## src/rtl/upsc_pkg.sv

```systemverilog
// ----------------------------------------------------------------------------
// upsc_pkg
// Shared types and constants for the pixel replication upscaler.
// ----------------------------------------------------------------------------
package upsc_pkg;

  localparam int MAX_WIDTH_DEF = 1024;
  localparam int MAX_SCALE_DEF = 100;

  localparam int SCALE_W      = 7;
  localparam int SRC_WIDTH_W  = 11;
  localparam int SRC_HEIGHT_W = 16;
  localparam int CH_W         = 8;
  localparam int PIX_W        = 3 * CH_W;
  localparam int APB_AW       = 4;
  localparam int APB_DW       = 32;

  // Command carried in s_tuser
  localparam logic CMD_PUSH = 1'b0;
  localparam logic CMD_PULL = 1'b1;

  typedef enum logic [2:0] {
    KIND_PIXEL  = 3'd0,
    KIND_PAD    = 3'd1,
    KIND_WAIT   = 3'd2,
    KIND_ACCEPT = 3'd3,
    KIND_REJECT = 3'd4
  } beat_kind_t;

  typedef enum logic [1:0] {
    REG_SCALE  = 2'd0,
    REG_WIDTH  = 2'd1,
    REG_HEIGHT = 2'd2
  } reg_idx_t;

  // Result of one item, minus pixel bytes
  typedef struct packed {
    beat_kind_t kind;
    logic       row_end;
    logic       image_end;
  } beat_meta_t;

endpackage

```

## src/rtl/upsc_ctrl.sv

```systemverilog
// ----------------------------------------------------------------------------
// upsc_ctrl
// Row/column/copy counters; decides each beat and drives the line store.
// ----------------------------------------------------------------------------
module upsc_ctrl #(
  parameter int MAX_WIDTH = upsc_pkg::MAX_WIDTH_DEF,
  parameter int MAX_SCALE = upsc_pkg::MAX_SCALE_DEF,
  localparam int WW = $clog2(MAX_WIDTH + 1),
  localparam int SW = $clog2(MAX_SCALE + 1),
  localparam int AW = (MAX_WIDTH > 1) ? $clog2(MAX_WIDTH) : 1,
  localparam int HW = upsc_pkg::SRC_HEIGHT_W
) (
  input  logic                 clk,
  input  logic                 rst,
  input  logic                 accept,
  input  logic                 command,
  input  logic [SW-1:0]        eff_scale,
  input  logic [WW-1:0]        eff_width,
  input  logic [HW-1:0]        eff_height,
  output upsc_pkg::beat_meta_t meta,
  output logic                 mem_we,
  output logic [AW-1:0]        mem_waddr,
  output logic                 mem_re,
  output logic [AW-1:0]        mem_raddr
);

  logic [WW-1:0] filled_count, filled_count_next;
  logic [AW-1:0] source_column, source_column_next;
  logic [SW-1:0] horizontal_copy, horizontal_copy_next;
  logic [SW-1:0] vertical_copy, vertical_copy_next;
  logic [HW-1:0] source_row, source_row_next;
  logic [1:0]    pad_left, pad_left_next;
  logic          in_padding, in_padding_next;

  logic [WW-1:0] col;
  logic [WW-1:0] col_inc;
  logic [SW:0]   h_inc;
  logic [SW:0]   v_inc;
  logic [HW:0]   row_inc;
  logic [1:0]    pad_dec;
  logic [WW+1:0] w_ext;
  logic [SW+1:0] s_ext;
  logic [3:0]    pad_prod;
  logic          line_done;
  logic          do_we;
  logic          do_re;

  assign w_ext    = (WW+2)'(eff_width);
  assign s_ext    = (SW+2)'(eff_scale);
  // pad bytes = (w*s) mod 4, since 3*w*s == -(w*s) mod 4
  assign pad_prod = w_ext[1:0] * s_ext[1:0];

  // a column beyond a shrunken width reads as the last column
  assign col     = (WW'(source_column) >= eff_width) ? eff_width - WW'(1)
                                                     : WW'(source_column);
  assign col_inc = col + WW'(1);
  assign h_inc   = (SW+1)'(horizontal_copy) + (SW+1)'(1);
  assign v_inc   = (SW+1)'(vertical_copy) + (SW+1)'(1);
  assign row_inc = (HW+1)'(source_row) + (HW+1)'(1);
  assign pad_dec = (pad_left != 2'd0) ? pad_left - 2'd1 : 2'd0;

  always_comb begin
    filled_count_next    = filled_count;
    source_column_next   = source_column;
    horizontal_copy_next = horizontal_copy;
    vertical_copy_next   = vertical_copy;
    source_row_next      = source_row;
    pad_left_next        = pad_left;
    in_padding_next      = in_padding;
    meta.kind            = upsc_pkg::KIND_WAIT;
    meta.row_end         = 1'b0;
    meta.image_end       = 1'b0;
    line_done            = 1'b0;
    do_we                = 1'b0;
    do_re                = 1'b0;

    if (command == upsc_pkg::CMD_PUSH) begin
      if (filled_count >= eff_width) begin
        meta.kind = upsc_pkg::KIND_REJECT;
      end else begin
        meta.kind         = upsc_pkg::KIND_ACCEPT;
        do_we             = 1'b1;
        filled_count_next = filled_count + WW'(1);
      end
    end else if (in_padding) begin
      meta.kind     = upsc_pkg::KIND_PAD;
      pad_left_next = pad_dec;
      if (pad_dec == 2'd0) begin
        line_done = 1'b1;
      end
    end else if (col >= filled_count) begin
      meta.kind = upsc_pkg::KIND_WAIT;
    end else begin
      meta.kind          = upsc_pkg::KIND_PIXEL;
      do_re              = 1'b1;
      source_column_next = col[AW-1:0];
      if (h_inc >= (SW+1)'(eff_scale)) begin
        horizontal_copy_next = '0;
        if (col_inc >= eff_width) begin
          source_column_next = '0;
          if (pad_prod[1:0] != 2'd0) begin
            in_padding_next = 1'b1;
            pad_left_next   = pad_prod[1:0];
          end else begin
            line_done = 1'b1;
          end
        end else begin
          source_column_next = col_inc[AW-1:0];
        end
      end else begin
        horizontal_copy_next = h_inc[SW-1:0];
      end
    end

    // close an output scanline
    if (line_done) begin
      meta.row_end    = 1'b1;
      in_padding_next = 1'b0;
      pad_left_next   = 2'd0;
      if (v_inc >= (SW+1)'(eff_scale)) begin
        vertical_copy_next = '0;
        filled_count_next  = '0;
        if (row_inc >= (HW+1)'(eff_height)) begin
          source_row_next = '0;
          meta.image_end  = 1'b1;
        end else begin
          source_row_next = row_inc[HW-1:0];
        end
      end else begin
        vertical_copy_next = v_inc[SW-1:0];
      end
    end
  end

  always_ff @(posedge clk) begin
    if (rst) begin
      filled_count    <= '0;
      source_column   <= '0;
      horizontal_copy <= '0;
      vertical_copy   <= '0;
      source_row      <= '0;
      pad_left        <= '0;
      in_padding      <= 1'b0;
    end else if (accept) begin
      filled_count    <= filled_count_next;
      source_column   <= source_column_next;
      horizontal_copy <= horizontal_copy_next;
      vertical_copy   <= vertical_copy_next;
      source_row      <= source_row_next;
      pad_left        <= pad_left_next;
      in_padding      <= in_padding_next;
    end
  end

  assign mem_we    = accept & do_we;
  assign mem_waddr = filled_count[AW-1:0];
  assign mem_re    = accept & do_re;
  assign mem_raddr = col[AW-1:0];

endmodule

```

## config.mk

```make
export PLATFORM = sky130hd
export DESIGN_NAME = upsc_ctrl
export DESIGN_NICKNAME = d
export VERILOG_FILES = /design/src/rtl/upsc_pkg.sv /design/src/rtl/upsc_ctrl.sv
export SDC_FILE = /design/constraint.sdc
export NUM_CORES = 1
export LEC_CHECK = 0
export ABC_CLOCK_PERIOD_IN_PS = 5750
export BUFFER_PORTS_ARGS = -buffer_cell sky130_fd_sc_hd__buf_2
export CAP_MARGIN = 20
export CELL_PAD_IN_SITES_DETAIL_PLACEMENT = 1
export CELL_PAD_IN_SITES_GLOBAL_PLACEMENT = 1
export CORE_MARGIN = 10
export CORE_UTILIZATION = 30
export CTS_BUF_LIST = sky130_fd_sc_hd__clkbuf_8 sky130_fd_sc_hd__clkbuf_16
export DETAILED_ROUTE_END_ITERATION = 10
export HOLD_SLACK_MARGIN = 0.03
export PLACE_DENSITY = 0.61
export SLEW_MARGIN = 10
export SYNTH_ARGS = -nofsm -noshare
export SYNTH_HDL_FRONTEND = slang
export SYNTH_SLANG_ARGS = --single-unit
```

## constraint.sdc

```tcl
create_clock -name clk -period 5.75 [get_ports clk]
set_input_delay 0.2875 -clock clk [delete_from_list [all_inputs] [get_ports clk]]
set_output_delay 0.2875 -clock clk [all_outputs]
set_load 0.02 [all_outputs]
```

==> results of run 1 <==
[power by group through the flow]
stage,Clock (W),Sequential (W),Combinational (W)
after global routing,0.000343,0.000490,0.00131
after global placement,0,0.000490,0.00111
after floorplan,0,0.000464,0.000781
final,0.000322,0.000484,0.00116
after CTS,0.000332,0.000482,0.00116
after detailed placement,0,0.000489,0.00116
[cell usage after synthesis (all sizes together) (3+ instances only)]
master and n:
ha 79, inv 68, nand2 59, a21oi 55
dfxtp 54, nand3 53, nor2 43, xnor2 40
o21ai 34, buf 21, and3 17, a21o 13
nand4 13, clkbuf 12, xor2 11, a31oi 10
and2 9, nor3 9, nor4 9, mux2i 8
nand2b 8, o32ai 8, a211oi 7, o21a 7
or3 7, a221oi 5, a31o 5, or4 4
a2111oi 3, nand4b 3, nor2b 3, o22ai 3
o31ai 3
[flip-flops by register name, summed over array words and instances (netlist names)]
register and count:
filled_count 11, horizontal_copy 7, in_padding 1, pad_left 2, source_column 10, source_row 16, vertical_copy 7
[cell usage in the layout, fill, tap and decap left out, types with 3 or more instances in the layout]
cell / n
o21a_1: 7
dfxtp_1: 54
nor4_1: 9
nor2_1: 43
a21o_1: 13
a21oi_1: 55
buf_4: 9
nand3_1: 52
o21ai_0: 28
nor3_1: 9
buf_2: 64
o22ai_1: 3
o31ai_1: 3
nor2b_1: 3
nand4_1: 13
o32ai_1: 8
nand2_1: 59
mux2i_1: 8
o21ai_1: 5
a31oi_1: 10
clkbuf_16: 5
or3_1: 7
a221oi_1: 5
a211oi_1: 6
a31o_2: 5
xnor2_1: 40
and2_1: 9
inv_1: 66
nand4b_1: 3
xor2_1: 11
nand2b_1: 8
and3_1: 17
ha_1: 78
[worst min path at each step]
stage / endpoint / slack [ns] / cells after the start
6_report: filled_count[1] / 0.40 / 4
5_1_grt: filled_count[1] / 0.44 / 4
4_1_cts: filled_count[1] / 0.39 / 4
3_5_place_dp: source_row[9] / 0.47 / 2
3_3_place_gp: source_row[9] / 0.46 / 2
2_1_floorplan: source_row[11] / 0.45 / 2
[stage by stage]
| step | hold slack [ns] | TNS, ns | cells |
|---|---|---|---|
| final | 0.3988 | 0 | 987 |
| after global routing | 0.4402 | 0 | 987 |
| after CTS | 0.3858 | 0 | 987 |
| after detailed placement | 0.4737 | -0.03221 | 979 |
| after global placement | 0.4593 | 0 | 979 |
| after floorplan | 0.4524 | 0 | 710 |
[cell type report]
type / count / area [um2] / share of cell area
timing repair buffer: 73 / 387.9 / 0.06392
clock inverter: 3 / 23.77 / 0.003918
sequential: 54 / 1081 / 0.1781
inverter: 68 / 255.2 / 0.04206
clock buffer: 5 / 125.1 / 0.02062
multi-input combinational: 555 / 3909 / 0.6441
tap: 229 / 286.5 / 0.04722
[critical path, stage by stage (launching register included)]
cell	delay, ns
dfxtp_1	0.41
inv_1	0.06
ha_1	0.26
nand2b_1	0.14
a2111oi_4	0.08
or4_4	0.56
nand2_1	0.17
nor2_1	0.06
a21oi_1	0.20
ha_2	0.29
o311a_1	0.25
o2111ai_1	0.18
xnor2_1	0.17
ha_1	0.30
a2111o_1	0.41
a21oi_1	0.21
o2bb2ai_1	0.17
a311oi_1	0.10
a31o_2	0.32
nand3_1	0.12
nor2_1	0.09
buf_2	0.17
[layer usage]
| metal | global-route usage | part of all wire | vias to the layer above |
|---|---|---|---|
| met5 | 0 | 0 | - |
| met4 | 0.04453 | 0.020 | 0 |
| met3 | 0.01886 | 0.038 | 20 |
| met2 | 0.2547 | 0.48 | 91 |
| met1 | 0.1803 | 0.46 | 2581 |
| li1 | - | - | 2645 |
[kinds of logic after synthesis]
logic type,count (synthesis)
AND/OR/NAND/NOR,246
AO/OA/AOI/OAI,170
buffers and inverters,101
adder cells (fa/ha/maj),79
flip-flops,54
XOR/XNOR,51
multiplexers,9
[what timing repair did]
item	in CTS	in global routing
setup endpoints to repair	0	28
resized for setup	0	4
endpoints found under the hold margin	0	0
setup buffers	0	0
==> reports/qor.csv, run 1 <==
metric,value,unit
ys_top_cells_by_area,"dfxtp_1 20%, ha_1 18%, xnor2_1 6.5%",
crit_start,source_column[0],
antenna_found_initial,0,
synthArstFlopShare,0,
synth_warnings,0,
synth_ff_type,dfxtp_1,
endpoint,meta[0],
worstSetupEndpointType,primary output,
power.internal,0.001020,W
postRouteAntennaNets,0,
n_fill_cell,2223,
critPathRequiredTime,5.46,ns
finalWorstSetupSlack,0.4231,ns
clk_pin_slew,0.08,ns
cap_violations,0,
utilization,0.3401,
num_rows,49,
vias,5337,
synth_fp_nets,827,
fmax,0.1877,GHz
hold_class,input pin to flop,
fin_crit,5.327,ns
hold_start,accept,
critPathArrivalTime,5.04,ns
clkPwrFrac,0.163,
start_util,0.3030,
portBuffers,64,
synthMuxAreaShare,0.01690,
synth_top_family_by_area,simple AND/OR/NAND/NOR gates,
pwr-share-comb,0.591,
grt_first_pass_wirelength,29220,um
dieArea,23790,um2
rr_endpoint,filled_count[7],
hold_viol_final,0,
grt_start_max_net_pins,39,
drt_wl_total,17940,um
tightestPinTransition,0.7852,ns
reg2reg_depth,21,
cts-root-buf,clkbuf_16,
cts_tree,yes,
first_pass_iters,4,
slew_viol_final,0,
post-dp-hpwl,14780,um
grt_pass1_vias,5688,
synth_cells,710,
drive_gt1_frac,0.1332,
fin_crit_sh,0.9264,
synth_compound_area_frac,0.2069,
diodes,0,
crit_type,flop to primary output,
status,finished clean,
peakVddDrop,0.1253,mV
vias_per_cell,5.407,
ys_types,62,
reg2reg_slack,0.52,ns
synth_xor_area_frac,0.08264,
synth_top_cell_by_area,dfxtp_1,
pre_cts_slack,-0.03221,ns
synth_top_area_share,0.2000,
max-slew-margin-rel,0.4765,
skew,0.008150,ns
routabilityCongestion,0.8489,
wl_per_cell,18.18,um
setup_violations,0,
die_h,154.2,um
cts_buffers,5,
nets,874,
synth_area_per_cell,7.613,um2
drc_errors,0,
area_growth,12.27,%
htreeDepth,2,
fp.coreArea,17840,um2
dpl-instance-area,5896,um2
rr_startpoint,source_column[0],
seq_area_frac_synth,0.2000,
p_switching,0.0009504,W
crit_path_max_fanout,7,
cts_num_sinks,54,
synthSimpleGateAreaFrac,0.2294,
power_density,324.8,nW/um2
cp-start-kind,flop,
grt_use_total,0.1455,
ios,65,
clockBufferDepth,2,
p_total,0.001971,W
insertion_delay,0.30,ns
ys_ff_latch,54,
switching_share,0.4822,
rsz0062_at_grt,no,
fin_area,6068,um2
pwr-share-seq,0.246,
leakage,2.731,nW
netlist_area,5405,um2
synth_edf_count,0,
drt_iter0_markers,196,
die_w,154.2,um
synthAdderAreaFrac,0.1829,
overflow,0,
hold_buffers,0,
(Power assumes the default switching activity.)
==> run 2: changes to the inputs <==
--- a/config.mk
+++ b/config.mk
@@ -10,6 +10,7 @@
 export CAP_MARGIN = 20
 export CELL_PAD_IN_SITES_DETAIL_PLACEMENT = 1
 export CELL_PAD_IN_SITES_GLOBAL_PLACEMENT = 1
+export CORE_ASPECT_RATIO = 1.5
 export CORE_MARGIN = 10
 export CORE_UTILIZATION = 30
 export CTS_BUF_LIST = sky130_fd_sc_hd__clkbuf_8 sky130_fd_sc_hd__clkbuf_16
==> reports/qor.csv, run 2 (synthesized netlist as in run 1, its figures left out) <==
metric,value,unit
nets,880,
met1_usage,0.1555,
worst-path-buf-inv,3,
antenna_found_initial,0,
htreeDepth,2,
vias_per_cell,5.492,
die_w,129.6,um
drive_gt1_frac,0.1401,
fp.coreArea,17790,um2
cts_buffers,5,
ios,65,
die_h,184.4,um
clockBufferDepth,2,
setup_violations,0,
slew_viol_final,0,
routabilityCongestion,0.9576,
top_usage_layer,met2,
cp_cell_sequence,inv_1 -> ha_1 -> nand2b_1 -> a2111oi_2 -> or4_4 -> nand2_2 -> nand2_1 -> o21ai_1 -> inv_1 -> ha_1 -> o311a_1 -> o2111ai_1 -> xnor2_1 -> ha_1 -> a2111o_1 -> a21oi_1 -> o2bb2ai_1 -> a311oi_1 -> a31o_2 -> nand3_1 -> nor2_1 -> buf_2,
hold_buffers,0,
tightestPinTransition,0.8343,ns
drc_errors,0,
crit_path_max_fanout,13,
diodes,0,
critPathArrivalTime,5.10,ns
portBuffers,64,
use_met2,0.3206,
first_pass_iters,4,
largest-register,source_row,
peakVddDrop,0.2438,mV
slowest_delay,0.43,ns
cts_num_sinks,54,
overflow,0,
crit_type,flop to primary output,
dpl-instance-area,5926,um2
leakage,2.766,nW
drt_iter0_markers,240,
cap_violations,0,
pre_cts_slack,0.2650,ns
final_common_cell,ha_1,
placed_cells,973,
fin_crit_sh,0.9376,
num_rows,60,
reg_top3,"source_row x16, filled_count x11, source_column x10",
hold_class,input pin to flop,
power_density,330.9,nW/um2
max-slew-margin-rel,0.4380,
cpMostUsedCell,ha_1,
grt_use_total,0.1618,
rsz0062_at_grt,no,
dieArea,23900,um2
wl_per_cell,19.63,um
cts_tree,yes,
insertion_delay,0.30,ns
met3_usage,0.01984,
skew,0.008319,ns
grt_start_max_net_pins,39,
largest_reg_flops,16,
grt_pass1_vias,5918,
status,finished clean,
utilization,0.3420,
n_fill_cell,2194,
postRouteAntennaNets,0,
cp_top_family,compound AO/OA/AOI/OAI gates,
fin_crit,5.391,ns
mostFrequentLayoutCells,"79 x ha_1, 66 x inv_1, 64 x buf_2",
drt_wl_total,19260,um
setup_tns,0,ns
grt_first_pass_wirelength,30690,um
cp-start-kind,flop,
worstSetupEndpointType,primary output,
fin_area,6085,um2
critPathRequiredTime,5.46,ns
clk_pin_slew,0.08,ns
post-dp-hpwl,16260,um
cts-root-buf,clkbuf_16,
finalWorstSetupSlack,0.3588,ns
area_growth,12.57,%
vias,5388,
hold_viol_final,0,
fin_cells,981,
start_util,0.3038,
slowest_stage,dfxtp_1,
fmax,0.1855,GHz
run 2: path summary, 6_finish.rpt:
kind	start	endpoint	slack, ns	depth (start not counted)
worst max register to register	source_column[0]	source_row[13]	0.46	22
worst min-delay path	accept	filled_count[1]	0.34	4
worst max-delay path	source_column[0]	meta[0]	0.36	22
worst min register to register	source_row[11]	source_row[11]	0.49	2
run 2: metrics by stage:
stage,hold WS (ns),power (W)
3_3_place_gp,0.4648,0.001657
2_1_floorplan,0.4524,0.001245
4_1_cts,0.3499,0.002030
3_5_place_dp,0.4820,0.001697
6_report,0.3436,0.002013
5_1_grt,0.3814,0.002172
run 2: timing repair:
action,CTS,global route
resized for setup,0,3
hold endpoints to repair,0,0
buffers inserted,0,0
setup endpoints to repair,0,22
run 2: worst reg2reg max path, delay by kind of cell, from the launching register on:
| kind | cells | cell delay, ns |
|---|---|---|
| adders and majority gates | 3 | 0.75 |
| AOI/OAI and AO/OA | 10 | 2.35 |
| buffers and inverters | 2 | 0.22 |
| and+or+nand+nor | 6 | 1.24 |
| DFF | 1 | 0.43 |
| xor gates and xnor gates | 1 | 0.17 |
run 2: final cells by class:
| type | count | area [um2] | area share |
|---|---|---|---|
| clock buffers | 5 | 125.1 | 0.02056 |
| multi-input cells | 555 | 3894 | 0.6399 |
| flip-flops and latches | 54 | 1081 | 0.1777 |
| clock inverters | 3 | 25.02 | 0.004113 |
| well taps | 217 | 271.5 | 0.04462 |
| repair buffers | 79 | 432.9 | 0.07115 |
| inverters | 68 | 255.2 | 0.04195 |
run 2: power breakdown:
group          internal, W  switching (W)
Clock             0.000164       0.000155
Combinational     0.000452       0.000759
Sequential        0.000416      0.0000662
Total              0.00103       0.000981
run 2: layer usage:
metal / wire [um] / vias to the layer above / part of all wire
met5: 0 / - / 0
met4: 969 / 0 / 0.050
met3: 505 / 36 / 0.026
met2: 10710 / 92 / 0.56
met1: 7072 / 2595 / 0.37
li1: - / 2665 / -
