$ cat src/rtl/upsc_pkg.sv
// ----------------------------------------------------------------------------
// upsc_pkg
// Shared types and constants for the pixel replication upscaler.
// ----------------------------------------------------------------------------
package upsc_pkg;

  localparam int MAX_WIDTH_DEF = 1024;
  localparam int MAX_SCALE_DEF = 100;

  localparam int SCALE_W      = 7;
  localparam int SRC_WIDTH_W  = 11;
  localparam int SRC_HEIGHT_W = 16;
  localparam int CH_W         = 8;
  localparam int PIX_W        = 3 * CH_W;
  localparam int APB_AW       = 4;
  localparam int APB_DW       = 32;

  // Command carried in s_tuser
  localparam logic CMD_PUSH = 1'b0;
  localparam logic CMD_PULL = 1'b1;

  typedef enum logic [2:0] {
    KIND_PIXEL  = 3'd0,
    KIND_PAD    = 3'd1,
    KIND_WAIT   = 3'd2,
    KIND_ACCEPT = 3'd3,
    KIND_REJECT = 3'd4
  } beat_kind_t;

  typedef enum logic [1:0] {
    REG_SCALE  = 2'd0,
    REG_WIDTH  = 2'd1,
    REG_HEIGHT = 2'd2
  } reg_idx_t;

  // Result of one item, minus pixel bytes
  typedef struct packed {
    beat_kind_t kind;
    logic       row_end;
    logic       image_end;
  } beat_meta_t;

endpackage

$ cat src/rtl/upsc_regs.sv
// ----------------------------------------------------------------------------
// upsc_regs
// APB register file; also clamps the registers to their effective values.
// ----------------------------------------------------------------------------
module upsc_regs #(
  parameter int MAX_WIDTH = upsc_pkg::MAX_WIDTH_DEF,
  parameter int MAX_SCALE = upsc_pkg::MAX_SCALE_DEF,
  localparam int WW = $clog2(MAX_WIDTH + 1),
  localparam int SW = $clog2(MAX_SCALE + 1)
) (
  input  logic                            clk,
  input  logic                            rst,
  input  logic                            psel,
  input  logic                            penable,
  input  logic                            pwrite,
  input  logic [upsc_pkg::APB_AW-1:0]     paddr,
  input  logic [upsc_pkg::APB_DW-1:0]     pwdata,
  output logic [upsc_pkg::APB_DW-1:0]     prdata,
  output logic [SW-1:0]                   eff_scale,
  output logic [WW-1:0]                   eff_width,
  output logic [upsc_pkg::SRC_HEIGHT_W-1:0] eff_height
);

  logic [upsc_pkg::SCALE_W-1:0]      scale;
  logic [upsc_pkg::SRC_WIDTH_W-1:0]  source_width;
  logic [upsc_pkg::SRC_HEIGHT_W-1:0] source_height;
  upsc_pkg::reg_idx_t                idx;
  logic                              wr;

  assign idx = upsc_pkg::reg_idx_t'(paddr[3:2]);
  assign wr  = psel & penable & pwrite;

  always_ff @(posedge clk) begin
    if (rst) begin
      scale         <= upsc_pkg::SCALE_W'(1);
      source_width  <= upsc_pkg::SRC_WIDTH_W'(1);
      source_height <= upsc_pkg::SRC_HEIGHT_W'(1);
    end else if (wr) begin
      unique case (idx)
        upsc_pkg::REG_SCALE:  scale         <= pwdata[upsc_pkg::SCALE_W-1:0];
        upsc_pkg::REG_WIDTH:  source_width  <= pwdata[upsc_pkg::SRC_WIDTH_W-1:0];
        upsc_pkg::REG_HEIGHT: source_height <= pwdata[upsc_pkg::SRC_HEIGHT_W-1:0];
        default: ;
      endcase
    end
  end

  always_comb begin
    unique case (idx)
      upsc_pkg::REG_SCALE:  prdata = upsc_pkg::APB_DW'(scale);
      upsc_pkg::REG_WIDTH:  prdata = upsc_pkg::APB_DW'(source_width);
      upsc_pkg::REG_HEIGHT: prdata = upsc_pkg::APB_DW'(source_height);
      default:              prdata = '0;
    endcase
  end

  // zero acts as one, too large saturates
  always_comb begin
    if (scale == '0) begin
      eff_scale = SW'(1);
    end else if (32'(scale) > 32'(MAX_SCALE)) begin
      eff_scale = SW'(MAX_SCALE);
    end else begin
      eff_scale = SW'(scale);
    end
    if (source_width == '0) begin
      eff_width = WW'(1);
    end else if (32'(source_width) > 32'(MAX_WIDTH)) begin
      eff_width = WW'(MAX_WIDTH);
    end else begin
      eff_width = WW'(source_width);
    end
    eff_height = (source_height == '0) ? upsc_pkg::SRC_HEIGHT_W'(1) : source_height;
  end

endmodule

$ cat config.mk
export PLATFORM = sky130hd
export DESIGN_NAME = upsc_regs
export DESIGN_NICKNAME = d
export VERILOG_FILES = /design/src/rtl/upsc_pkg.sv /design/src/rtl/upsc_regs.sv
export SDC_FILE = /design/constraint.sdc
export NUM_CORES = 1
export LEC_CHECK = 0
export ABC_AREA = 1
export BUFFER_PORTS_ARGS = -buffer_cell sky130_fd_sc_hd__buf_2
export CAP_MARGIN = 25
export CORE_MARGIN = 2
export CORE_UTILIZATION = 48
export DETAILED_ROUTE_END_ITERATION = 6
export PLACE_DENSITY = 0.86
export SLEW_MARGIN = 20
export SYNTH_ARGS = -nofsm -noshare
export SYNTH_HDL_FRONTEND = slang
export SYNTH_SLANG_ARGS = --single-unit
$ cat constraint.sdc
create_clock -name clk -period 2.3 [get_ports clk]
set_input_delay 0.46 -clock clk [delete_from_list [all_inputs] [get_ports clk]]
set_output_delay 0.46 -clock clk [all_outputs]
set_load 0.02 [all_outputs]
==> results_tabular.tex, run 1 <==
\begin{tabular}{lr}
\hline
Metric & Value \\
\hline
\multicolumn{2}{l}{\textbf{Clock tree}} \\
CTS tree & yes \\
Number of buffers inserted during clock tree synthesis & 5 \\
Clk\_lat worst skew & 0.30 ns \\
Register clock-pin slew on the reported worst setup and hold paths & 0.07 ns \\
Level count of the clock H-tree & 2 \\
Post CTS Setup Buffer Count & 0 \\
Buffer type at the clock tree root & sky130\_fd\_sc\_hd\_\_clkbuf\_8 \\
Num Clock Sinks & 34 \\
Buffer levels on the longest clock path & 2 \\
Number of gates given a new drive strength after cts & 0 \\
Hold-fix buffers at CTS & 0 \\
\multicolumn{2}{l}{\textbf{GRT}} \\
Vias in the first global route & 1,631 \\
Remaining global-route overflow & 0 \\
Pin count of the biggest net entering global routing & 35 \\
Global Route Usage Sum & 22.2\% \\
Initial antenna violation count & 0 \\
Wire length of the first global-routing pass & 7330 um \\
\multicolumn{2}{l}{\textbf{Setup path}} \\
Worst reg2reg path depth & 2 \\
Last element of the critical path & eff\_width[1] \\
Worst Setup Path Type & reg2out \\
Slack of the worst reg-to-reg path & 1.61 ns \\
Reg2reg end & scale[4] \\
Type of element capturing the critical path & primary output \\
Maximum fanout count along the critical path & 8 \\
Launching element type of the critical path & flop \\
Arrival time of the worst setup path & 1.62 ns \\
First element of the critical path & source\_width[0] \\
Source of the worst register-to-register timing path & scale[4] \\
Required time worst endpoint & 1.84 ns \\
\multicolumn{2}{l}{\textbf{Cells and area}} \\
Number of inserted filler cells in the final layout & 380 \\
Top library cells by usage in the layout, fill and taps aside & sky130\_fd\_sc\_hd\_\_nor2\_1, sky130\_fd\_sc\_hd\_\_buf\_2, sky130\_fd\_sc\_hd\_\_inv\_1, sky130\_fd\_sc\_hd\_\_dfxtp\_1, sky130\_fd\_sc\_hd\_\_nand2\_1 \\
Share of cells above drive strength 1 & 29.5\% \\
Total number of nets in the final design & 386 \\
Antenna cells & 0 \\
Final Instance Area & 2260 um2 \\
Utilization after layout & 60.5\% \\
Relative area change from synthesis to final layout & 18.8\% \\
Leading cell type in the layout, fill and taps excluded & sky130\_fd\_sc\_hd\_\_nor2\_1 \\
\multicolumn{2}{l}{\textbf{Timing}} \\
Setup violations, final & 0 \\
Fraction of the cycle the final worst path needs & 90.2\% \\
Worst-case clock skew & 0 ns \\
Fin. Hold Viols & 0 \\
RSZ-0062 raised after global routing & false \\
Crit path time final & 2.08 ns \\
Normalized max-slew margin & 61.1\% \\
Max-slew violation total from the final report & 0 \\
Total negative setup slack & 0 ns \\
Max frequency & 482 MHz \\
Worst setup slack after layout & 0.224 ns \\
Slew at the pin with the worst max-slew slack & 0.582 ns \\
\multicolumn{2}{l}{\textbf{Placed design}} \\
Pre-CTS setup slack & 0.418 ns \\
Final weighted congestion in routability-driven placement & 0.855 \\
Placed inst area & 2150 um2 \\
IO buf count & 72 \\
Detailed placer's ending HPWL & 3500 um \\
\multicolumn{2}{l}{\textbf{Die}} \\
Die Span X & 67.0 um \\
Number of placement rows & 22 \\
Overall die area & 4490 um2 \\
Initial Util & 50.9\% \\
Die height & 67.0 um \\
I/O pin count & 107 \\
Floorplan Core Area & 3740 um2 \\
\multicolumn{2}{l}{\textbf{Flow run}} \\
Count of maximum capacitance violations & 0 \\
\multicolumn{2}{l}{\textbf{Synthesis}} \\
Average size of a mapped cell & 6.53 um2 \\
Warning count from the yosys run & 0 \\
Post-synthesis cell area & 1910 um2 \\
Gate Count Post-Synth & 292 \\
Distinct cells, synth & 24 \\
Number of synthesized register bits & 34 \\
Sequential cell area fraction in the yosys report & 35.7\% \\
\multicolumn{2}{l}{\textbf{Routing}} \\
Antenna viol nets, final & 0 \\
Detailed Route Iter0 Violations & 135 \\
Number of optimization iterations in the first detailed-route pass & 4 \\
Detail-routed via count per cell & 4.98 \\
Routed wire length & 4760 um \\
Total DRC errors in the routed layout & 0 \\
Routed vias & 1,962 \\
Wire length per cell after detailed routing & 12.1 um \\
\multicolumn{2}{l}{\textbf{Power}} \\
Relative contribution of combinational cells to total power & 12.8\% \\
Clock network power share & 41.6\% \\
Cell internal pwr & 0.974 mW \\
Reg power frac & 45.7\% \\
Sw Ratio & 27.3\% \\
Maximum vdd ir drop & 0.000421 V \\
Post-layout power & 1.34 mW \\
Leakage & 1.22 nW \\
Switching power total & 0.366 mW \\
Ratio of total power to cell area & 592 nW/um2 \\
\multicolumn{2}{l}{\textbf{Status}} \\
Status & completed \\
\multicolumn{2}{l}{\textbf{Hold path}} \\
Worst hold path class & in2reg \\
\hline
\end{tabular}
cells in the mapped netlist:
cell | instances | area, um2
sky130_fd_sc_hd__nor2_1 | 79 | 297
sky130_fd_sc_hd__dfxtp_1 | 34 | 681
sky130_fd_sc_hd__inv_1 | 34 | 128
sky130_fd_sc_hd__nand2_1 | 26 | 97.6
sky130_fd_sc_hd__o21ai_1 | 22 | 110
sky130_fd_sc_hd__clkbuf_1 | 21 | 78.8
sky130_fd_sc_hd__buf_4 | 17 | 128
sky130_fd_sc_hd__nor2_2 | 12 | 75.1
sky130_fd_sc_hd__o21ai_0 | 9 | 45.0
sky130_fd_sc_hd__nand3_1 | 6 | 30.0
sky130_fd_sc_hd__o221ai_1 | 6 | 52.6
sky130_fd_sc_hd__inv_2 | 4 | 15.0
sky130_fd_sc_hd__nand4_1 | 4 | 25.0
sky130_fd_sc_hd__o22ai_1 | 4 | 25.0
sky130_fd_sc_hd__buf_2 | 3 | 15.0
sky130_fd_sc_hd__buf_6 | 2 | 22.5
sky130_fd_sc_hd__o211ai_1 | 2 | 15.0
sky130_fd_sc_hd__conb_1 | 1 | 3.75
sky130_fd_sc_hd__inv_4 | 1 | 6.26
sky130_fd_sc_hd__nand2_4 | 1 | 11.3
sky130_fd_sc_hd__nand3_2 | 1 | 10.0
sky130_fd_sc_hd__nor2_4 | 1 | 11.3
sky130_fd_sc_hd__nor2_8 | 1 | 20.0
sky130_fd_sc_hd__nor3_1 | 1 | 5.00
metrics by stage:
stage / hold slack [ns] / cells
after floorplan: 0.462 / 307
after global placement: 0.478 / 386
after detailed placement: 0.487 / 386
after CTS: 0.380 / 394
after global routing: 0.409 / 394
final: 0.382 / 394
final cells by class:
cell class / instances / area [um2] / share of cell area, %
clock buffer: 6 / 72.6 / 3.20
clock inverter: 2 / 37.5 / 1.66
inverter: 39 / 149 / 6.57
multi-input combinational: 191 / 890 / 39.3
sequential: 34 / 681 / 30.1
tap: 48 / 60.1 / 2.65
timing repair buffer: 74 / 375 / 16.6
cells by family after synthesis:
kind of cell	count (synthesis)	synth area share, %
AO/OA/AOI/OAI	43	13.0
buffers and inverters	82	20.6
flip-flops	34	35.7
other	1	0.197
AND/OR/NAND/NOR	132	30.5
flip-flops by register name (all words and copies together), names as in the netlist:
| signal | flops |
|---|---|
| scale | 7 |
| source_height | 16 |
| source_width | 11 |
metal layers:
metal | vias to the layer above | track usage [%] | part of all wire (%)
li1 | 968 | - | -
met1 | 882 | 27.4 | 41
met2 | 102 | 34.7 | 47
met3 | 10 | 5.07 | 9.5
met4 | 0 | 13.5 | 2.2
met5 | - | 0 | 0
worst min-delay path by stage:
stage	from	end	slack, ns	depth (start not counted)
4_1_cts	pwdata[14]	source_height[14]	0.38	3
5_1_grt	pwdata[12]	source_height[12]	0.41	3
3_5_place_dp	source_width[7]	source_width[7]	0.49	2
6_report	pwdata[14]	source_height[14]	0.38	3
2_1_floorplan	source_width[6]	source_width[6]	0.46	2
3_3_place_gp	source_width[6]	source_width[6]	0.48	2
critical path, stage by stage, from the launching register on:
cell and delay [ns]:
sky130_fd_sc_hd__dfxtp_1 0.38, sky130_fd_sc_hd__nor2_1 0.06, sky130_fd_sc_hd__nand3_1 0.07, sky130_fd_sc_hd__nor2_1 0.05
sky130_fd_sc_hd__nor2_1 0.45, sky130_fd_sc_hd__nor2_1 0.11, sky130_fd_sc_hd__buf_2 0.19
power by group through the flow:
| stage | registers, mW | clock network, mW | logic (mW) |
|---|---|---|---|
| after floorplan | 0.622 | 0 | 0.137 |
| after global placement | 0.625 | 0 | 0.168 |
| after detailed placement | 0.625 | 0 | 0.170 |
| after CTS | 0.612 | 0.561 | 0.171 |
| after global routing | 0.613 | 0.582 | 0.188 |
| final | 0.612 | 0.557 | 0.171 |
Note: power is estimated with default switching activity, not from simulation.
==> inputs of run 2 (changes only) <==
--- a/config.mk
+++ b/config.mk
@@ -10,9 +10,11 @@
 export CAP_MARGIN = 25
 export CORE_MARGIN = 2
 export CORE_UTILIZATION = 48
+export CTS_CLUSTER_SIZE = 24
 export DETAILED_ROUTE_END_ITERATION = 6
-export PLACE_DENSITY = 0.86
+export PLACE_DENSITY_LB_ADDON = 0.25
 export SLEW_MARGIN = 20
 export SYNTH_ARGS = -nofsm -noshare
 export SYNTH_HDL_FRONTEND = slang
 export SYNTH_SLANG_ARGS = --single-unit
+export TNS_END_PERCENT = 5
==> run 2 against run 1 <==
Combinational power is essentially flat. Count of clock-buffer cells in the layout grew 1. Critical path depth is the same. Final cell count is the same. Clock power shrank 4%. Sequential cell count is the same. Non-clock buffer count is the same. Clock skew is the same. Final area shrank 0.17%. Largest cell class unchanged.
==> results_tabular.tex, run 2 (synthesis gave the netlist of run 1 again) <==
\begin{tabular}{lr}
\hline
Metric & Value \\
\hline
\multicolumn{2}{l}{\textbf{Clock tree}} \\
Buffer levels on the longest clock path & 2 \\
Buffer type at the clock tree root & sky130\_fd\_sc\_hd\_\_clkbuf\_8 \\
Level count of the clock H-tree & 2 \\
Num Clock Sinks & 34 \\
Register clock-pin slew on the reported worst setup and hold paths & 0.07 ns \\
Clk\_lat worst skew & 0.29 ns \\
CTS tree & yes \\
Number of gates given a new drive strength after cts & 0 \\
Number of buffers inserted during clock tree synthesis & 5 \\
Post CTS Setup Buffer Count & 0 \\
Hold-fix buffers at CTS & 0 \\
\multicolumn{2}{l}{\textbf{Cells and area}} \\
Antenna cells & 0 \\
Leading cell type in the layout, fill and taps excluded & sky130\_fd\_sc\_hd\_\_nor2\_1 \\
Relative area change from synthesis to final layout & 18.6\% \\
Register containing the most flip-flops in the final layout & source\_height \\
Largest registers & source\_height (16), source\_width (11), scale (7) \\
Share of cells above drive strength 1 & 29.2\% \\
Total number of nets in the final design & 386 \\
Flip-flop count of the largest register, all copies and words added & 16 \\
Top library cells by usage in the layout, fill and taps aside & sky130\_fd\_sc\_hd\_\_nor2\_1, sky130\_fd\_sc\_hd\_\_buf\_2, sky130\_fd\_sc\_hd\_\_inv\_1, sky130\_fd\_sc\_hd\_\_dfxtp\_1, sky130\_fd\_sc\_hd\_\_nand2\_1 \\
\multicolumn{2}{l}{\textbf{Setup path}} \\
Cells along the critical path & nor2\_1 -> nand3\_1 -> nor2\_1 -> nor2\_1 -> nor2\_1 -> buf\_2 \\
Required time worst endpoint & 1.84 ns \\
Worst Setup Path Type & reg2out \\
Critical Path Most Common Cell & sky130\_fd\_sc\_hd\_\_nor2\_1 \\
Type of element capturing the critical path & primary output \\
Slowest cell on the critical path & sky130\_fd\_sc\_hd\_\_nor2\_1 \\
Arrival time of the worst setup path & 1.58 ns \\
Launching element type of the critical path & flop \\
Worst stage delay on the critical path & 0.45 ns \\
Maximum fanout count along the critical path & 8 \\
\multicolumn{2}{l}{\textbf{GRT}} \\
Remaining global-route overflow & 0 \\
Pin count of the biggest net entering global routing & 35 \\
Vias in the first global route & 1,640 \\
Global Route Usage Sum & 22.9\% \\
Wire length of the first global-routing pass & 7520 um \\
Initial antenna violation count & 0 \\
\multicolumn{2}{l}{\textbf{Flow run}} \\
Count of maximum capacitance violations & 0 \\
\multicolumn{2}{l}{\textbf{Placed design}} \\
Pre-CTS setup slack & 0.429 ns \\
IO buf count & 72 \\
Final weighted congestion in routability-driven placement & 0.790 \\
Detailed placer's ending HPWL & 3360 um \\
\multicolumn{2}{l}{\textbf{Routing}} \\
Routed vias & 1,895 \\
Routed wire length & 4640 um \\
Detail-routed via count per cell & 4.81 \\
Antenna viol nets, final & 0 \\
Wire length per cell after detailed routing & 11.8 um \\
Number of optimization iterations in the first detailed-route pass & 4 \\
Total DRC errors in the routed layout & 0 \\
Detailed Route Iter0 Violations & 95 \\
\multicolumn{2}{l}{\textbf{Timing}} \\
Minimum hold slack & 0.394 ns \\
Worst setup slack after layout & 0.260 ns \\
Fraction of the cycle the final worst path needs & 88.7\% \\
Worst-case clock skew & 0 ns \\
Setup violations, final & 0 \\
Max-slew violation total from the final report & 0 \\
Normalized max-slew margin & 61.6\% \\
Slew at the pin with the worst max-slew slack & 0.574 ns \\
Total negative setup slack & 0 ns \\
Max frequency & 490 MHz \\
Crit path time final & 2.04 ns \\
RSZ-0062 raised after global routing & false \\
Fin. Hold Viols & 0 \\
\multicolumn{2}{l}{\textbf{Die}} \\
Number of placement rows & 22 \\
Initial Util & 50.9\% \\
Floorplan Core Area & 3740 um2 \\
Overall die area & 4490 um2 \\
Die height & 67.0 um \\
I/O pin count & 107 \\
Die Span X & 67.0 um \\
\multicolumn{2}{l}{\textbf{Power}} \\
Maximum vdd ir drop & 0.000438 V \\
Ratio of total power to cell area & 584 nW/um2 \\
Leakage & 1.22 nW \\
\multicolumn{2}{l}{\textbf{Status}} \\
Status & completed \\
\multicolumn{2}{l}{\textbf{Hold path}} \\
Worst hold path class & in2reg \\
\hline
\end{tabular}
==> run 2: cell types whose count changed in the layout (fill, tap and decap cells not counted), sizes merged <==
cell | previous run | this run
clkbuf | 6 | 7
clkinvlp | 1 | 0
==> run 2: path summary, 6_finish.rpt <==
kind / start / endpoint / slack [ns] / depth (start not counted)
max: source_width[0] / eff_width[2] / 0.26 / 6
max reg2reg: scale[6] / scale[6] / 1.62 / 2
min reg2reg: source_width[6] / source_width[6] / 0.50 / 2
min: pwdata[11] / source_height[11] / 0.39 / 3
==> run 2: cell type report <==
| type | count | area [um2] |
|---|---|---|
| clock inverter | 1 | 30.0 |
| tap | 48 | 60.1 |
| clock buffer | 7 | 76.3 |
| sequential | 34 | 681 |
| inverter | 39 | 149 |
| fill | 388 | 1480 |
| timing repair buffer | 74 | 375 |
| multi-input combinational | 191 | 890 |
==> run 2: power by group <==
part	internal (mW)	total [mW]	switching [mW]
Sequential	0.602	0.612	0.0101
Clock	0.324	0.537	0.213
Combinational	0.0496	0.170	0.121
==> run 2: layer usage <==
layer	part of all wire [%]	up-vias	GRT usage [%]
met5	0	-	0
met2	41	94	33.4
met4	2.1	0	9.18
li1	-	972	-
met1	47	818	30.8
met3	9.5	11	7.26
==> run 2: worst max-delay path, delay by kind of cell (launching register included) <==
| family | cells | cell delay (ns) |
|---|---|---|
| buffers and inverters | 1 | 0.19 |
| DFF | 1 | 0.37 |
| and+or+nand+nor | 5 | 0.73 |
==> run 2: per-stage QoR <==
stage | cell area [um2] | total power, mW | util [%] | instances
6_report | 2260 | 1.32 | 60.4 | 394
5_1_grt | 2260 | 1.37 | 60.4 | 394
4_1_cts | 2260 | 1.33 | 60.4 | 394
3_5_place_dp | 2150 | 0.794 | 57.6 | 386
3_3_place_gp | 2150 | 0.793 | 57.6 | 386
2_1_floorplan | 1960 | 0.760 | - | 307
==> inputs of run 3 (changes only) <==
--- a/config.mk
+++ b/config.mk
@@ -6,12 +6,11 @@
 export NUM_CORES = 1
 export LEC_CHECK = 0
 export ABC_AREA = 1
-export BUFFER_PORTS_ARGS = -buffer_cell sky130_fd_sc_hd__buf_2
 export CAP_MARGIN = 25
 export CORE_MARGIN = 2
-export CORE_UTILIZATION = 48
-export CTS_CLUSTER_SIZE = 24
+export CORE_UTILIZATION = 60
 export DETAILED_ROUTE_END_ITERATION = 6
+export DONT_BUFFER_PORTS = 1
 export PLACE_DENSITY_LB_ADDON = 0.25
 export SLEW_MARGIN = 20
 export SYNTH_ARGS = -nofsm -noshare
==> run 3 against run 2 <==
Hold slack lost 0.16 ns. Utilization grew 2.6 points. Final cell count shrank 19%. Register-to-register slack worse by 0.16 ns. Critical path type unchanged. Final area shrank 16%. Worst setup slack lost 0.10 ns. Clock power grew 8.0%. Critical path depth unchanged. Combinational power is 31% lower. Count of clock-buffer cells in the layout fell by 1. Largest power group unchanged. Clock skew stayed put.
==> results_tabular.tex, run 3 (synthesis gave the netlist of run 1 again) <==
\begin{tabular}{lr}
\hline
Metric & Value \\
\hline
\multicolumn{2}{l}{\textbf{Clock tree}} \\
Hold-fix buffers at CTS & 0 \\
Post CTS Setup Buffer Count & 0 \\
Num Clock Sinks & 34 \\
Level count of the clock H-tree & 2 \\
Clk\_lat worst skew & 0.35 ns \\
Number of buffers inserted during clock tree synthesis & 5 \\
Buffer levels on the longest clock path & 2 \\
Number of gates given a new drive strength after cts & 0 \\
Register clock-pin slew on the reported worst setup and hold paths & 0.11 ns \\
CTS tree & yes \\
Buffer type at the clock tree root & sky130\_fd\_sc\_hd\_\_clkbuf\_4 \\
\multicolumn{2}{l}{\textbf{Timing}} \\
Max-slew violation total from the final report & 0 \\
RSZ-0062 raised after global routing & false \\
Max frequency & 467 MHz \\
Normalized max-slew margin & 60.2\% \\
Slew at the pin with the worst max-slew slack & 0.608 ns \\
Fraction of the cycle the final worst path needs & 93.2\% \\
Fin. Hold Viols & 0 \\
Total negative setup slack & 0 ns \\
Setup violations, final & 0 \\
Crit path time final & 2.14 ns \\
Worst-case clock skew & 0 ns \\
\multicolumn{2}{l}{\textbf{Cells and area}} \\
Flip-flop count of the largest register, all copies and words added & 16 \\
Top library cells by usage in the layout, fill and taps aside & sky130\_fd\_sc\_hd\_\_nor2\_1, sky130\_fd\_sc\_hd\_\_inv\_1, sky130\_fd\_sc\_hd\_\_dfxtp\_1, sky130\_fd\_sc\_hd\_\_nand2\_1, sky130\_fd\_sc\_hd\_\_o21ai\_1 \\
Share of cells above drive strength 1 & 11.6\% \\
Leading cell type in the layout, fill and taps excluded & sky130\_fd\_sc\_hd\_\_nor2\_1 \\
Largest registers & source\_height (16), source\_width (11), scale (7) \\
Register containing the most flip-flops in the final layout & source\_height \\
Relative area change from synthesis to final layout & 0.0656\% \\
Utilization after layout & 63.0\% \\
Antenna cells & 0 \\
Total number of nets in the final design & 315 \\
\multicolumn{2}{l}{\textbf{Setup path}} \\
Required time worst endpoint & 1.84 ns \\
Worst reg2reg path depth & 2 \\
Maximum fanout count along the critical path & 5 \\
Arrival time of the worst setup path & 1.68 ns \\
Launching element type of the critical path & flop \\
Source of the worst register-to-register timing path & source\_width[10] \\
Reg2reg end & source\_width[10] \\
Worst Setup Path Type & reg2out \\
Type of element capturing the critical path & primary output \\
Slack of the worst reg-to-reg path & 1.46 ns \\
\multicolumn{2}{l}{\textbf{Hold path}} \\
Hold\_sp & pwdata[0] \\
Worst Hold Path EP & source\_width[0] \\
Worst hold path class & in2reg \\
Cell depth of the worst hold path & 2 \\
\multicolumn{2}{l}{\textbf{Power}} \\
Ratio of total power to cell area & 692 nW/um2 \\
Maximum vdd ir drop & 0.000439 V \\
Post-layout power & 1.32 mW \\
Leakage & 0.877 nW \\
\multicolumn{2}{l}{\textbf{GRT}} \\
Wire length of the first global-routing pass & 6660 um \\
Vias in the first global route & 1,454 \\
Initial antenna violation count & 0 \\
Remaining global-route overflow & 0 \\
Pin count of the biggest net entering global routing & 35 \\
Global Route Usage Sum & 25.7\% \\
\multicolumn{2}{l}{\textbf{Flow run}} \\
Count of maximum capacitance violations & 0 \\
\multicolumn{2}{l}{\textbf{Placed design}} \\
Final weighted congestion in routability-driven placement & 0.811 \\
IO buf count & 0 \\
Detailed placer's ending HPWL & 3170 um \\
\multicolumn{2}{l}{\textbf{Routing}} \\
Antenna viol nets, final & 0 \\
Detailed Route Iter0 Violations & 65 \\
Wire length per cell after detailed routing & 13.7 um \\
Total DRC errors in the routed layout & 0 \\
Routed wire length & 4370 um \\
Routed vias & 1,604 \\
Number of optimization iterations in the first detailed-route pass & 4 \\
Detail-routed via count per cell & 5.03 \\
\multicolumn{2}{l}{\textbf{Die}} \\
Overall die area & 3650 um2 \\
Floorplan Core Area & 3030 um2 \\
Die height & 60.4 um \\
Die Span X & 60.4 um \\
I/O pin count & 107 \\
Initial Util & 63.0\% \\
Number of placement rows & 20 \\
\multicolumn{2}{l}{\textbf{Status}} \\
Status & completed \\
\hline
\end{tabular}
run 3: changes by cell type in the layout (fill, tap and decap cells not counted), sizes merged:
| cell | before | now |
|---|---|---|
| bufinv | 1 | 2 |
| clkbuf | 7 | 6 |
| buf | 74 | 3 |
run 3: worst max-delay path, cell delays in order (launching register included):
cell                      delay (ns)
sky130_fd_sc_hd__dfxtp_1        0.34
sky130_fd_sc_hd__nor2_1         0.12
sky130_fd_sc_hd__nand3_1        0.08
sky130_fd_sc_hd__nor2_1         0.13
sky130_fd_sc_hd__nor2_1         0.12
sky130_fd_sc_hd__buf_4          0.17
sky130_fd_sc_hd__nor2_1         0.37
run 3: layer usage:
layer	wire, um	part of all wire [%]	vias up	global-route usage [%]
met1	1800	41	697	30.3
li1	-	-	825	-
met5	0	0	-	0
met4	53	1.2	0	7.94
met3	530	12	8	13.4
met2	1990	45	74	40.7
run 3: per-stage QoR:
stage	area [um2]	hold WS (ns)	setup slack, ns	cells
final	1910	0.231	0.157	319
after detailed placement	1800	0.488	0.491	311
after global routing	1910	0.213	0.0267	319
after floorplan	1960	0.462	0.693	307
after CTS	1910	0.221	0.148	319
after global placement	1800	0.477	0.548	311
run 3: how the worst max path moves through the flow:
stage / to / from / slack [ns]
after CTS: eff_width[1] / source_width[4] / 0.15
after detailed placement: prdata[5] / paddr[3] / 0.49
after global routing: eff_width[3] / source_width[4] / 0.03
after global placement: prdata[5] / paddr[3] / 0.55
final: eff_width[1] / source_width[4] / 0.16
after floorplan: prdata[0] / paddr[2] / 0.69
run 3: layout make-up:
| cell class | instances | area [um2] |
|---|---|---|
| flip-flops and latches | 34 | 681 |
| repair buffers | 3 | 22.5 |
| clock inverters | 2 | 60.1 |
| fillers | 311 | 1120 |
| inverters | 39 | 149 |
| multi-input cells | 191 | 890 |
| clock buffers | 6 | 51.3 |
| well taps | 44 | 55.1 |
run 3: report_power, final:
part           internal, mW  total [mW]  leakage (nW)  switching [mW]
registers             0.601       0.621         0.275          0.0198
clock network         0.368       0.580        0.0585           0.212
logic                0.0251       0.118         0.543          0.0934
total                 0.995        1.32         0.877           0.325
